## config.mk

```make
export PLATFORM = sky130hd
export DESIGN_NAME = spn_block_encrypt_16bit_core_flat
export DESIGN_NICKNAME = d
export VERILOG_FILES = /design/src/design/spn_pkg.sv /design/src/design/spn_plain_if.sv /design/src/design/spn_cipher_if.sv /design/src/design/spn_cfg_if.sv /design/src/design/spn_round.sv /design/src/design/spn_block_encrypt_16bit_core.sv /design/src/flat_wrapper.sv
export SDC_FILE = /design/constraint.sdc
export NUM_CORES = 1
export LEC_CHECK = 0
export ABC_AREA = 0
export BUFFER_PORTS_ARGS = -buffer_cell sky130_fd_sc_hd__buf_4
export CAP_MARGIN = 20
export CORE_ASPECT_RATIO = 0.6
export CORE_MARGIN = 5
export CORE_UTILIZATION = 61
export DETAILED_ROUTE_END_ITERATION = 16
export PLACE_DENSITY = 0.92
export SYNTH_ARGS = -nofsm -noshare
export SYNTH_HDL_FRONTEND = slang
export SYNTH_HIERARCHICAL = 1
export SYNTH_SLANG_ARGS = --single-unit
export TNS_END_PERCENT = 100
```

## constraint.sdc

```tcl
create_clock -name clk -period 2.9 [get_ports clk]
set_clock_uncertainty 0.1 [all_clocks]
set_input_delay 0.29 -clock clk [delete_from_list [all_inputs] [get_ports clk]]
set_output_delay 0.29 -clock clk [all_outputs]
set_load 0.02 [all_outputs]
```

## src/design/spn_pkg.sv

```systemverilog
// shared types, constants and round functions for the 16-bit spn block cipher
package spn_pkg;

  localparam int BLOCK_W    = 16;
  localparam int NIBBLE_W   = 4;
  localparam int NUM_NIBBLE = BLOCK_W / NIBBLE_W;
  localparam int CFG_IDX_W  = 2;
  localparam int ROUND_W    = 2;
  localparam int MAX_ROUNDS = 3;
  localparam int NUM_STAGES = 3;

  // reset values of the configuration registers
  localparam logic [BLOCK_W-1:0] KEY_FIRST_RST  = 16'h3A94;
  localparam logic [BLOCK_W-1:0] KEY_SECOND_RST = 16'hA944;
  localparam logic [BLOCK_W-1:0] KEY_THIRD_RST  = 16'h4DBB;
  localparam logic [ROUND_W-1:0] ROUND_TOTAL_RST = 2'd3;

  // configuration register indexes
  typedef enum logic [CFG_IDX_W-1:0] {
    CFG_KEY_FIRST   = 2'd0,
    CFG_KEY_SECOND  = 2'd1,
    CFG_KEY_THIRD   = 2'd2,
    CFG_ROUND_TOTAL = 2'd3
  } cfg_idx_t;

  // one pipeline slot: valid bit travelling with its block
  typedef struct packed {
    logic               valid;
    logic [BLOCK_W-1:0] block;
  } stage_t;

  // output position j (from the first bit) takes input position PERM[j]
  localparam logic [4:0] PERM [16] = '{
    5'd3, 5'd2, 5'd16, 5'd1, 5'd15, 5'd11, 5'd4, 5'd7,
    5'd8, 5'd13, 5'd9, 5'd10, 5'd14, 5'd5, 5'd12, 5'd6
  };

  // s-box kept as specified, including the repeated 9
  localparam logic [NIBBLE_W-1:0] SBOX [16] = '{
    4'd14, 4'd4, 4'd13, 4'd1, 4'd2, 4'd15, 4'd11, 4'd8,
    4'd9, 4'd10, 4'd6, 4'd12, 4'd5, 4'd9, 4'd0, 4'd7
  };

  // nibble-wise substitution
  function automatic logic [BLOCK_W-1:0] substitute(input logic [BLOCK_W-1:0] v);
    logic [BLOCK_W-1:0] r;
    r = '0;
    for (int n = 0; n < NUM_NIBBLE; n++) begin
      r[n*NIBBLE_W +: NIBBLE_W] = SBOX[v[n*NIBBLE_W +: NIBBLE_W]];
    end
    return r;
  endfunction

  // fixed bit permutation, first bit is bit 15
  function automatic logic [BLOCK_W-1:0] permute(input logic [BLOCK_W-1:0] v);
    logic [BLOCK_W-1:0] r;
    logic [3:0]         src;
    r   = '0;
    src = '0;
    for (int j = 0; j < BLOCK_W; j++) begin
      src = 4'(5'd16 - PERM[j]);
      r[BLOCK_W-1-j] = v[src];
    end
    return r;
  endfunction

endpackage

```

## src/design/spn_plain_if.sv

```systemverilog
// plaintext request channel
interface spn_plain_if;
  logic                         valid;
  logic                         ready;
  logic [spn_pkg::BLOCK_W-1:0]  plain_block;

  modport source (output valid, output plain_block, input ready);
  modport sink   (input valid, input plain_block, output ready);
endinterface

```

## src/design/spn_cipher_if.sv

```systemverilog
// ciphertext request channel
interface spn_cipher_if;
  logic                         valid;
  logic                         ready;
  logic [spn_pkg::BLOCK_W-1:0]  cipher_block;

  modport source (output valid, output cipher_block, input ready);
  modport sink   (input valid, input cipher_block, output ready);
endinterface

```

## src/design/spn_cfg_if.sv

```systemverilog
// configuration write channel
interface spn_cfg_if;
  logic                           valid;
  logic                           ready;
  logic [spn_pkg::CFG_IDX_W-1:0]  index;
  logic [spn_pkg::BLOCK_W-1:0]    data;

  modport source (output valid, output index, output data, input ready);
  modport sink   (input valid, input index, input data, output ready);
endinterface

```

## src/design/spn_round.sv

```systemverilog
// one registered round stage: key mix, substitution and permutation
module spn_round (
  input  logic                        clk,
  input  logic                        rst,
  input  spn_pkg::stage_t             in_stage,
  output logic                        in_ready,
  input  logic [spn_pkg::BLOCK_W-1:0] key,
  input  logic                        enable,
  output spn_pkg::stage_t             out_stage,
  input  logic                        out_ready
);

  logic                         q_valid;
  logic [spn_pkg::BLOCK_W-1:0]  q_block;
  logic [spn_pkg::BLOCK_W-1:0]  round_out;

  // round function, bypassed when this round is not configured
  always_comb begin
    if (enable) begin
      round_out = spn_pkg::permute(spn_pkg::substitute(in_stage.block ^ key));
    end else begin
      round_out = in_stage.block;
    end
  end

  // slot takes a new request when empty or when its content moves on
  assign in_ready = !q_valid || out_ready;

  always_ff @(posedge clk) begin
    if (rst) begin
      q_valid <= 1'b0;
    end else if (in_ready) begin
      q_valid <= in_stage.valid;
    end
  end

  always_ff @(posedge clk) begin
    if (in_ready && in_stage.valid) begin
      q_block <= round_out;
    end
  end

  assign out_stage = {q_valid, q_block};

endmodule

```

## src/design/spn_block_encrypt_16bit_core.sv

```systemverilog
// top level of the 16-bit spn block cipher: config registers and round pipeline
//
//  channel  | direction | payload                 | handshake
//  ---------+-----------+-------------------------+------------
//  cfg      | in        | index[1:0], data[15:0]  | valid/ready
//  plain    | in        | plain_block[15:0]       | valid/ready
//  cipher   | out       | cipher_block[15:0]      | valid/ready
//
// three register stages, one per round; an accepted block passes the first, second
// and third stage registers in order before it is offered on the output;
// a new block can be accepted every cycle while the output is not stalled.
// rounds beyond the configured count pass the block through unchanged.
// synchronous reset empties the pipeline, restores the default keys and holds
// both input channels off.
// a stalled output holds; empty slots further up still fill, so nothing is lost.
// configuration writes are accepted in every cycle outside reset.
module spn_block_encrypt_16bit_core (
  input  logic                clk,
  input  logic                rst,
  spn_cfg_if.sink             cfg,
  spn_plain_if.sink           plain,
  spn_cipher_if.source        cipher
);

  logic [spn_pkg::BLOCK_W-1:0] round_key_first;
  logic [spn_pkg::BLOCK_W-1:0] round_key_second;
  logic [spn_pkg::BLOCK_W-1:0] round_key_third;
  logic [spn_pkg::ROUND_W-1:0] round_total;
  logic [spn_pkg::ROUND_W-1:0] round_eff;

  logic [spn_pkg::BLOCK_W-1:0] keys      [spn_pkg::NUM_STAGES];
  spn_pkg::stage_t             stage_in  [spn_pkg::NUM_STAGES];
  spn_pkg::stage_t             stage_out [spn_pkg::NUM_STAGES];
  logic                        stage_rdy [spn_pkg::NUM_STAGES];
  logic                        down_rdy  [spn_pkg::NUM_STAGES];

  // configuration writes
  assign cfg.ready = !rst;

  always_ff @(posedge clk) begin
    if (rst) begin
      round_key_first  <= spn_pkg::KEY_FIRST_RST;
      round_key_second <= spn_pkg::KEY_SECOND_RST;
      round_key_third  <= spn_pkg::KEY_THIRD_RST;
      round_total      <= spn_pkg::ROUND_TOTAL_RST;
    end else if (cfg.valid && cfg.ready) begin
      unique case (spn_pkg::cfg_idx_t'(cfg.index))
        spn_pkg::CFG_KEY_FIRST:   round_key_first  <= cfg.data;
        spn_pkg::CFG_KEY_SECOND:  round_key_second <= cfg.data;
        spn_pkg::CFG_KEY_THIRD:   round_key_third  <= cfg.data;
        spn_pkg::CFG_ROUND_TOTAL: round_total      <= cfg.data[spn_pkg::ROUND_W-1:0];
        default: begin
        end
      endcase
    end
  end

  // round count saturates at the maximum
  assign round_eff = (round_total > spn_pkg::ROUND_W'(spn_pkg::MAX_ROUNDS))
                   ? spn_pkg::ROUND_W'(spn_pkg::MAX_ROUNDS) : round_total;

  assign keys[0] = round_key_first;
  assign keys[1] = round_key_second;
  assign keys[2] = round_key_third;

  // pipeline head
  assign stage_in[0].valid = plain.valid;
  assign stage_in[0].block = plain.plain_block;
  assign plain.ready       = stage_rdy[0] && !rst;

  // round stages
  for (genvar i = 0; i < spn_pkg::NUM_STAGES; i++) begin : g_round
    if (i > 0) begin : g_link
      assign stage_in[i]  = stage_out[i-1];
      assign down_rdy[i-1] = stage_rdy[i];
    end

    spn_round u_round (
      .clk       (clk),
      .rst       (rst),
      .in_stage  (stage_in[i]),
      .in_ready  (stage_rdy[i]),
      .key       (keys[i]),
      .enable    (round_eff > spn_pkg::ROUND_W'(i)),
      .out_stage (stage_out[i]),
      .out_ready (down_rdy[i])
    );
  end

  // pipeline tail drives the result channel
  assign down_rdy[spn_pkg::NUM_STAGES-1] = cipher.ready;
  assign cipher.valid        = stage_out[spn_pkg::NUM_STAGES-1].valid;
  assign cipher.cipher_block = stage_out[spn_pkg::NUM_STAGES-1].block;

endmodule

```

## src/flat_wrapper.sv

```systemverilog
// flat-port wrapper written by rule: the top's interface ports become plain ports
module spn_block_encrypt_16bit_core_flat 
  (clk, rst, cfg_valid, cfg_index, cfg_data, cfg_ready, plain_valid, plain_plain_block, plain_ready, cipher_valid, cipher_cipher_block, cipher_ready);
  spn_cfg_if cfg_i ();
  spn_plain_if plain_i ();
  spn_cipher_if cipher_i ();
  input  logic clk;
  input  logic rst;
  input wire logic [$bits(cfg_i.valid)-1:0] cfg_valid;
  input wire logic [$bits(cfg_i.index)-1:0] cfg_index;
  input wire logic [$bits(cfg_i.data)-1:0] cfg_data;
  output wire logic [$bits(cfg_i.ready)-1:0] cfg_ready;
  input wire logic [$bits(plain_i.valid)-1:0] plain_valid;
  input wire logic [$bits(plain_i.plain_block)-1:0] plain_plain_block;
  output wire logic [$bits(plain_i.ready)-1:0] plain_ready;
  output wire logic [$bits(cipher_i.valid)-1:0] cipher_valid;
  output wire logic [$bits(cipher_i.cipher_block)-1:0] cipher_cipher_block;
  input wire logic [$bits(cipher_i.ready)-1:0] cipher_ready;
  assign cfg_i.valid = cfg_valid;
  assign cfg_i.index = cfg_index;
  assign cfg_i.data = cfg_data;
  assign cfg_ready = cfg_i.ready;
  assign plain_i.valid = plain_valid;
  assign plain_i.plain_block = plain_plain_block;
  assign plain_ready = plain_i.ready;
  assign cipher_valid = cipher_i.valid;
  assign cipher_cipher_block = cipher_i.cipher_block;
  assign cipher_i.ready = cipher_ready;
  spn_block_encrypt_16bit_core u_core (.clk(clk), .rst(rst), .cfg(cfg_i), .plain(plain_i), .cipher(cipher_i));
endmodule
```

==> results of run 1 <==
-- flip-flops by register name (all words and copies together), names as in the netlist --
name,count
u_core/g_round.u_round/q_block,48
u_core/round_total,2
u_core/round_key_second,16
u_core/round_key_first,16
u_core/round_key_third,16
u_core/g_round.u_round/q_valid,3
-- worst max-delay path, stage by stage, from the launching register on --
cell,delay (ns)
edfxtp_1,0.45
xnor2_1,0.54
inv_2,0.15
ha_1,0.36
mux2_1,0.33
o32ai_1,0.27
a211oi_1,0.09
-- cell families after synthesis --
group,count (synthesis),synth area share [%]
adders and majority gates,72,12.4
AOI/OAI and AO/OA,112,10.9
muxes,93,15.3
DFF,101,34.4
xor gates and xnor gates,57,8.47
buffers and inverters,91,5.04
and+or+nand+nor,205,13.5
-- through the flow --
step                setup slack (ns)  utilization, %  std cells  total power (µW)
floorplan                      0.620               -        731              2630
global placement               0.480            67.9        924              2860
detailed placement             0.399            67.9        924              2970
CTS                            0.399            70.5        940              4150
global route                   0.252            70.5        940              4350
finish                         0.350            70.5        940              4170
-- routing by layer --
metal / up-vias / track usage (%) / wire length [µm]
li1: 2635 / - / -
met1: 2740 / 30.7 / 7160
met2: 220 / 41.7 / 8250
met3: 38 / 4.89 / 1290
met4: 0 / 7.16 / 312
met5: - / 0 / 0
-- power by group --
group	internal [µW]	leakage (µW)	switching (µW)
Combinational	537	0.00252	695
Clock	665	0.000147	535
Sequential	1640	0.000887	93.3
Total	2850	0.00356	1320
-- final timing paths --
kind | endpoint | startpoint | cells after the start | slack (ns)
setup reg to reg | u_core/g_round[2].u_round/q_block[15]$_DFFE_PP_ | u_core/g_round[1].u_round/q_block[12]$_DFFE_PP_ | 6 | 0.35
hold reg to reg | u_core/g_round[1].u_round/q_valid$_SDFFE_PP0P_ | u_core/g_round[0].u_round/q_valid$_SDFFE_PP0P_ | 2 | 0.37
setup / recovery | u_core/g_round[2].u_round/q_block[15]$_DFFE_PP_ | u_core/g_round[1].u_round/q_block[12]$_DFFE_PP_ | 6 | 0.35
hold / removal | u_core/g_round[0].u_round/q_valid$_SDFFE_PP0P_ | plain_valid | 3 | 0.09
-- area by class of cell --
class	count	area (µm²)	area share, %
Multi-Input combinational cell	539	4400	54.4
Sequential cell	101	2500	30.9
Timing Repair Buffer	62	465	5.75
Clock buffer	9	225	2.78
Inverter	62	233	2.88
Tap cell	160	200	2.47
Clock inverter	7	63.8	0.788
-- layout by cell type (no fill, tap or decap), types with 3 or more instances in the layout --
| cell type | instances |
|---|---|
| mux4_2 | 10 |
| xnor2_4 | 3 |
| o221ai_1 | 12 |
| mux4_1 | 3 |
| xnor2_1 | 13 |
| ha_1 | 72 |
| edfxtp_1 | 48 |
| clkbuf_16 | 9 |
| nand2_1 | 47 |
| clkinv_2 | 3 |
| o31ai_1 | 3 |
| buf_4 | 62 |
| o311a_1 | 3 |
| a211o_1 | 5 |
| o211ai_1 | 3 |
| a21o_1 | 3 |
| or2_2 | 4 |
| a31oi_1 | 5 |
| xor2_1 | 33 |
| nor3_1 | 6 |
| xor2_2 | 4 |
| a22oi_1 | 6 |
| o21ai_0 | 16 |
| inv_1 | 53 |
| dfxtp_1 | 53 |
| xnor2_2 | 4 |
| mux2i_1 | 76 |
| a21oi_1 | 18 |
| nand3_1 | 11 |
| o21ai_1 | 9 |
| a211oi_1 | 3 |
| o2111ai_1 | 7 |
| inv_2 | 8 |
| and2_1 | 5 |
| o22ai_1 | 3 |
| nand2b_1 | 46 |
| nor2_1 | 72 |
==> run metrics, run 1 <==
status finished clean; P per Cell Area 515 mW/mm²; Worst-Margin Slew 0.924 ns; Hold-fix buffers, CTS 0; full die area 0.0143 mm²; htree depth 3; layout cells sized above 1 15.0%; Layout Area Growth over Synthesis 11.3%; CP Class reg2reg; peak supply drop 0.322 mV; Max Cap Viol 0; min-delay worst type in2reg; minimum clock period 2.55 ns; buffer count from post-CTS setup fixing 0; Final Instance Area 0.00809 mm²; via count 5633; clk sink count 101; Setup Viol. Count Final 0; post-synthesis sequential area ratio 34.4%; cells after synthesis 731; cell taking the most area after synthesis edfxtp_1; Synthesized Nets 842; Post-Place Cell Area 0.00780 mm²; Syn Area/Cell 9.95 µm²; TritonRoute pass-1 iters 7; CP Data Required Time 2.89 ns; Total Wirelength 17000 µm; height of the die 94.6 µm; die width 151 µm; TritonCTS buffer count 9; Slew headroom 38.4%; crit path max fanout 7; grt total ovfl 0; io pins 58; Fmax achieved 0.392 GHz; Antenna Cells 0; first-pass GRT wire length 27300 µm; clk slew on worst S/H paths 0.07 ns; IO Port Bufs 57; antenna violations before repair 0; Detail Placement HPWL 12900 µm; Clk Latency, worst-skew pair 0.35 ns; Pins Over Slew Limit 0; endpoint class of the critical path register; Fill cells 834; setup TNS 0 ns; Placer Congestion 0.887; DRC 0; worst endpoint data arrival time 2.54 ns; RSZ-0062 raised after global routing no; clock tree buffer depth 2; CTS tree yes; largest net degree at the start of global routing 87; Post-synth top cells mux2i_1, ha_1, nor2_1, dfxtp_1, inv_1; FP Rows 30; EDFF count, synth 48; share of the synthesized area in the top cell type 19.8%; Cell Area, Synth 0.00727 mm²; Global Route Usage Sum 24.1%; number of global-route vias before repair 5632; hold_ws 0.0914 ns; Hold Violations, Final 0; synth unique cells 63; Post-synth ARST share 0%; Syn. warnings 6; Synth Flop Type dfxtp_1; Clock Tree Root clkbuf_16; Leak 0.00356 µW; Core Box Area 0.0115 mm²; Layout Nets 886; Initial DRC Count 425; Routed wire per std cell 18.1 µm; Seq cells post-synth 101; top cells by area, synth edfxtp_1, dfxtp_1, ha_1, mux2i_1, xor2_1; post-route ant nets 0; initial core utilization 63.3%; cells resized by post-CTS repair 0; Avg Vias per Cell 5.99; most common cell in the netlist mux2i_1; Worst setup SP type register; fin crit share 87.9%
No activity file was read; power rests on OpenSTA's default activity.
==> run 2: changes to the inputs <==
--- a/config.mk
+++ b/config.mk
@@ -10,9 +10,9 @@
 export CAP_MARGIN = 20
 export CORE_ASPECT_RATIO = 0.6
 export CORE_MARGIN = 5
-export CORE_UTILIZATION = 61
+export CORE_UTILIZATION = 55
 export DETAILED_ROUTE_END_ITERATION = 16
-export PLACE_DENSITY = 0.92
+export PLACE_DENSITY = 0.85
 export SYNTH_ARGS = -nofsm -noshare
 export SYNTH_HDL_FRONTEND = slang
 export SYNTH_HIERARCHICAL = 1
==> run 2 against run 1 <==
Net effect:
- sequential power about the same
- via count down 3.2%
- final area up 1.3%
- worst setup slack better by 0.098 ns
- sequential share of layout area down 0.41 points
- highest routed layer unchanged
- cell count up 2.0%
- largest cell class unchanged
- die area up 9.9%
- non-clock buffer count up 9
- critical endpoint is now u_core/g_round[0].u_round/q_block[10]$_DFFE_PP_
==> run metrics, run 2 (synthesis results as in run 1) <==
commonest non-fill, non-tap cell in the layout mux2i_1; Most flops, register u_core/g_round.u_round/q_block; crit path from u_core/round_key_first[4]$_SDFFE_PP1P_; Fmax achieved 0.408 GHz; Post-Place Worst Slack 0.373 ns; CP cell instances xor2_1 > inv_1 > ha_1 > inv_1 > mux4_2 > mux2_2; antenna violations before repair 0; max reg flops 48; die width 158 µm; Layout Nets 895; Clock Tree Root clkbuf_16; setup TNS 0 ns; reg2reg path depth 6; status finished clean; height of the die 99.1 µm; Initial DRC Count 494; layout cells sized above 1 15.8%; TritonRoute pass-1 iters 5; CP peak stage delay 0.49 ns; Total Wirelength 16100 µm; clk slew on worst S/H paths 0.07 ns; cells resized by post-CTS repair 0; worst endpoint data arrival time 2.45 ns; FP Rows 32; crit path max fanout 7; Worst-Margin Slew 0.854 ns; minimum clock period 2.45 ns; P per Cell Area 518 mW/mm²; RSZ-0062 raised after global routing no; hold path startpoint plain_valid; CP most frequent cell inv_1; min-delay worst type in2reg; Leak 0.00361 µW; grt total ovfl 0; CP Class reg2reg; Hold-fix buffers, CTS 0; Crit. path cell count 6; Avg Vias per Cell 5.69; crit path max-delay cell type xor2_1; DRC 0; largest net degree at the start of global routing 87; Finished Layout Cells 959; Pins Over Slew Limit 0; Setup Viol. Count Final 0; hold_ws 0.0989 ns; Inst Count DP 943; first-pass GRT wire length 26200 µm; buffers and inverters on the worst path 2; post-route ant nets 0; io pins 58; endpoint class of the critical path register; Core Box Area 0.0129 mm²; Antenna Cells 0; clk sink count 101; Global Route Usage Sum 20.8%; TritonCTS buffer count 9; Hold Crit Depth 3; critical path's top delay family multiplexers; initial core utilization 56.4%; peak supply drop 0.334 mV; Max Cap Viol 0; fin crit share 84.6%; Worst setup SP type register; CTS tree yes; Layout Area Growth over Synthesis 12.8%; reg-to-reg startpoint u_core/round_key_first[4]$_SDFFE_PP1P_; buffer count from post-CTS setup fixing 0; most frequent cells in the layout mux2i_1, nor2_1, ha_1; final worst slack 0.448 ns; via count 5452; Routed wire per std cell 16.8 µm; Slew headroom 42.9%; htree depth 3; Placer Congestion 0.929; full die area 0.0157 mm²; Hold Violations, Final 0; CP Data Required Time 2.90 ns; IO Port Bufs 57; Detail Placement HPWL 12000 µm; Clk Latency, worst-skew pair 0.34 ns; clock tree buffer depth 2; Fill cells 1061; number of global-route vias before repair 5229
## run 2: layout make-up
| type | instances | area, µm² | share of cell area [%] |
|---|---|---|---|
| Sequential cell | 101 | 2500 | 30.5 |
| Clock inverter | 5 | 73.8 | 0.900 |
| Timing Repair Buffer | 71 | 533 | 6.50 |
| Tap cell | 170 | 213 | 2.59 |
| Multi-Input combinational cell | 539 | 4400 | 53.7 |
| Inverter | 62 | 233 | 2.84 |
| Clock buffer | 11 | 243 | 2.96 |
## run 2: power by group
part	switching, µW	internal [µW]	leakage, µW	total [µW]
clock	517	774	0.000157	1290
sequential	92.7	1640	0.000887	1740
combinational	670	552	0.00257	1220
total	1280	2970	0.00361	4250
## run 2: per-stage QoR
stage,cell area (µm²),total power (µW),utilization (%)
global route,8200,4470,63.6
CTS,8200,4250,63.6
global placement,7880,2910,61.2
detailed placement,7880,2960,61.2
floorplan,7270,2630,-
finish,8200,4250,63.6
## run 2: per-layer routing
layer / global-route usage, % / vias up / share of wire [%]
li1: - / 2656 / -
met1: 30.9 / 2629 / 49
met2: 32.0 / 153 / 45
met3: 4.04 / 14 / 5.4
met4: 3.80 / 0 / 0.66
met5: 0 / - / 0
## run 2: path summary, 6_finish.rpt
kind                                                                        end  slack (ns)
worst max-delay path            u_core/g_round[0].u_round/q_block[10]$_DFFE_PP_        0.45
worst min-delay path             u_core/g_round[0].u_round/q_valid$_SDFFE_PP0P_         0.1
worst max register to register  u_core/g_round[0].u_round/q_block[10]$_DFFE_PP_        0.45
worst min register to register   u_core/g_round[1].u_round/q_valid$_SDFFE_PP0P_        0.37
## run 2: worst reg2reg max path, stage by stage, from the launching register on
cell	delay, ns
dfxtp_1	0.34
xor2_1	0.49
inv_1	0.17
ha_1	0.33
inv_1	0.05
mux4_2	0.45
mux2_2	0.27
==> run 3: changes to the inputs <==
==> constraint.sdc (replaced) <==
create_clock -name clk -period 2.3 [get_ports clk]
set_clock_uncertainty 0.1 [all_clocks]
set_input_delay 0.23 -clock clk [delete_from_list [all_inputs] [get_ports clk]]
set_output_delay 0.23 -clock clk [all_outputs]
set_load 0.02 [all_outputs]
==> run 3 against run 2 <==
Net effect:
- clock power rose by 14%
- final area rose by 2.3%
- combinational power rose by 32%
- worst setup slack got worse by 0.34 ns
- maximum frequency rose by 12%
- worst hold slack got worse by 0.079 ns
- highest routed layer unchanged
==> run metrics, run 3 (synthesis results as in run 1) <==
IO Port Bufs 57; status finished clean; Fmax achieved 0.457 GHz; Most flops, register u_core/g_round.u_round/q_block; fin crit share 95.1%; min-delay worst type in2reg; antenna violations before repair 0; Avg Vias per Cell 5.59; Hold Crit Depth 3; commonest non-fill, non-tap cell in the layout buf_4; Initial DRC Count 355; grt total ovfl 0; Routed wire per std cell 16.6 µm; setup TNS 0 ns; Global Route Usage Sum 21.3%; Layout Nets 917; buffers and inverters on the worst path 1; critical path's top delay family multiplexers; htree depth 3; Crit Reg-Reg Endpoint u_core/g_round[2].u_round/q_block[8]$_DFFE_PP_; Worst-Margin Slew 0.830 ns; Clock Tree Root clkbuf_16; minimum clock period 2.19 ns; Max Cap Viol 0; Total Wirelength 16300 µm; reg-to-reg startpoint u_core/g_round[1].u_round/q_block[8]$_DFFE_PP_; clock tree buffer depth 2; P per Cell Area 629 mW/mm²; Antenna Cells 0; Post-Place Worst Slack -0.0117 ns; layout cells sized above 1 18.7%; buffer count from post-CTS setup fixing 0; max reg flops 48; Pins Over Slew Limit 0; worst endpoint data arrival time 2.19 ns; Detail Placement HPWL 12500 µm; Placer Congestion 0.937; Hold Violations, Final 0; CP Class reg2reg; logic gate share of total power 30.5%; Worst setup SP type register; initial core utilization 56.4%; final worst slack 0.112 ns; Slew headroom 44.6%; clk sink count 101; post-route ant nets 0; largest net degree at the start of global routing 38; DRC 0; endpoint class of the critical path register; Seq pwr share 41.6%; via count 5485; Hold-fix buffers, CTS 0; FP Rows 32; crit path max-delay cell type mux4_2; switching power 1630 µW; full die area 0.0157 mm²; first-pass GRT wire length 26700 µm; Crit. path cell count 5; number of global-route vias before repair 5318; switching share of total power 30.8%; worst reg-to-reg setup slack 0.11 ns; io pins 58; Fill cells 1047; most frequent cells in the layout buf_4, mux2i_1, nor2_1, ha_1; height of the die 99.1 µm; TritonRoute pass-1 iters 5; CP peak stage delay 0.44 ns; Layout Area Growth over Synthesis 15.4%; hold path startpoint plain_valid; TritonCTS buffer count 9; CTS tree yes; reg2reg path depth 5; Clk Latency, worst-skew pair 0.35 ns; RSZ-0062 raised after global routing no; Core Box Area 0.0129 mm²; die width 158 µm; Leak 0.00372 µW; peak supply drop 0.394 mV; Overall Power 5270 µW; Internal 3650 µW; Setup Viol. Count Final 0; clk slew on worst S/H paths 0.07 ns; Worst Hold Path EP u_core/g_round[0].u_round/q_valid$_SDFFE_PP0P_; crit path max fanout 6; Clk pwr share 27.9%; CP Data Required Time 2.30 ns; CP cell instances xnor2_2 > inv_1 > ha_1 > mux4_2 > mux2_2
run 3: cell types whose count changed in the layout (fill, tap and decap cells not counted):
cell,delta
xnor2_1,-1
xor2_1,-5
clkbuf_8,+2
clkbuf_1,+2
clkinv_1,-1
xnor2_2,+1
bufinv_16,-2
buf_4,+21
buf_12,+1
clkinv_2,-1
xor2_2,+5
run 3: power groups by stage:
stage | Clock, µW | Sequential [µW] | Combinational [µW]
after floorplan | 0 | 2210 | 1100
final | 1470 | 2190 | 1610
after global placement | 0 | 2220 | 1530
after detailed placement | 0 | 2230 | 1580
after CTS | 1500 | 2190 | 1600
after global routing | 1580 | 2210 | 1780
run 3: final cells by class:
cell class | count | area [µm²] | area share [%]
multi-input cells | 539 | 4450 | 53.0
flip-flops and latches | 101 | 2500 | 29.8
well taps | 170 | 213 | 2.54
clock inverters | 1 | 5.00 | 0.0597
repair buffers | 93 | 711 | 8.47
inverters | 62 | 233 | 2.77
clock buffers | 15 | 278 | 3.31
run 3: per-layer routing:
| layer | routed length [µm] | up-vias | GRT usage [%] |
|---|---|---|---|
| met2 | 7270 | 164 | 32.7 |
| met5 | 0 | - | 0 |
| li1 | - | 2701 | - |
| met4 | 181 | 0 | 4.78 |
| met3 | 982 | 17 | 3.69 |
| met1 | 7860 | 2603 | 31.4 |
run 3: worst max-delay path by stage:
stage | from | endpoint | slack [ns]
after floorplan | u_core/round_key_first[4]$_SDFFE_PP1P_ | u_core/g_round[0].u_round/q_block[10]$_DFFE_PP_ | 0.02
after global placement | u_core/g_round[1].u_round/q_block[1]$_DFFE_PP_ | u_core/g_round[2].u_round/q_block[11]$_DFFE_PP_ | 0.13
after detailed placement | u_core/g_round[1].u_round/q_block[1]$_DFFE_PP_ | u_core/g_round[2].u_round/q_block[11]$_DFFE_PP_ | -0.01
after CTS | u_core/g_round[1].u_round/q_block[4]$_DFFE_PP_ | u_core/g_round[2].u_round/q_block[10]$_DFFE_PP_ | 0.05
after global routing | u_core/g_round[1].u_round/q_block[8]$_DFFE_PP_ | u_core/g_round[2].u_round/q_block[8]$_DFFE_PP_ | 0.04
final | u_core/g_round[1].u_round/q_block[8]$_DFFE_PP_ | u_core/g_round[2].u_round/q_block[8]$_DFFE_PP_ | 0.11
run 3: per-stage QoR:
| step | std cells | utilization, % | hold WS, ns | cell area, µm² |
|---|---|---|---|---|
| global placement | 965 | 62.5 | 0.345 | 8060 |
| global route | 981 | 65.1 | 0.0378 | 8390 |
| CTS | 981 | 64.8 | 0.00870 | 8350 |
| detailed placement | 965 | 62.5 | 0.355 | 8060 |
| floorplan | 731 | - | 0.199 | 7270 |
| finish | 981 | 65.1 | 0.0196 | 8390 |
run 3: timing repair:
action	4_1_cts	5_1_grt
hold endpoints to repair	0	0
resized for setup	1	5
endpoints found under the setup margin	1	8
run 3: tightest hold or removal path, stage by stage:
cell and delay (ns):
buf_4 0.11, inv_1 0.04, a21oi_1 0.05
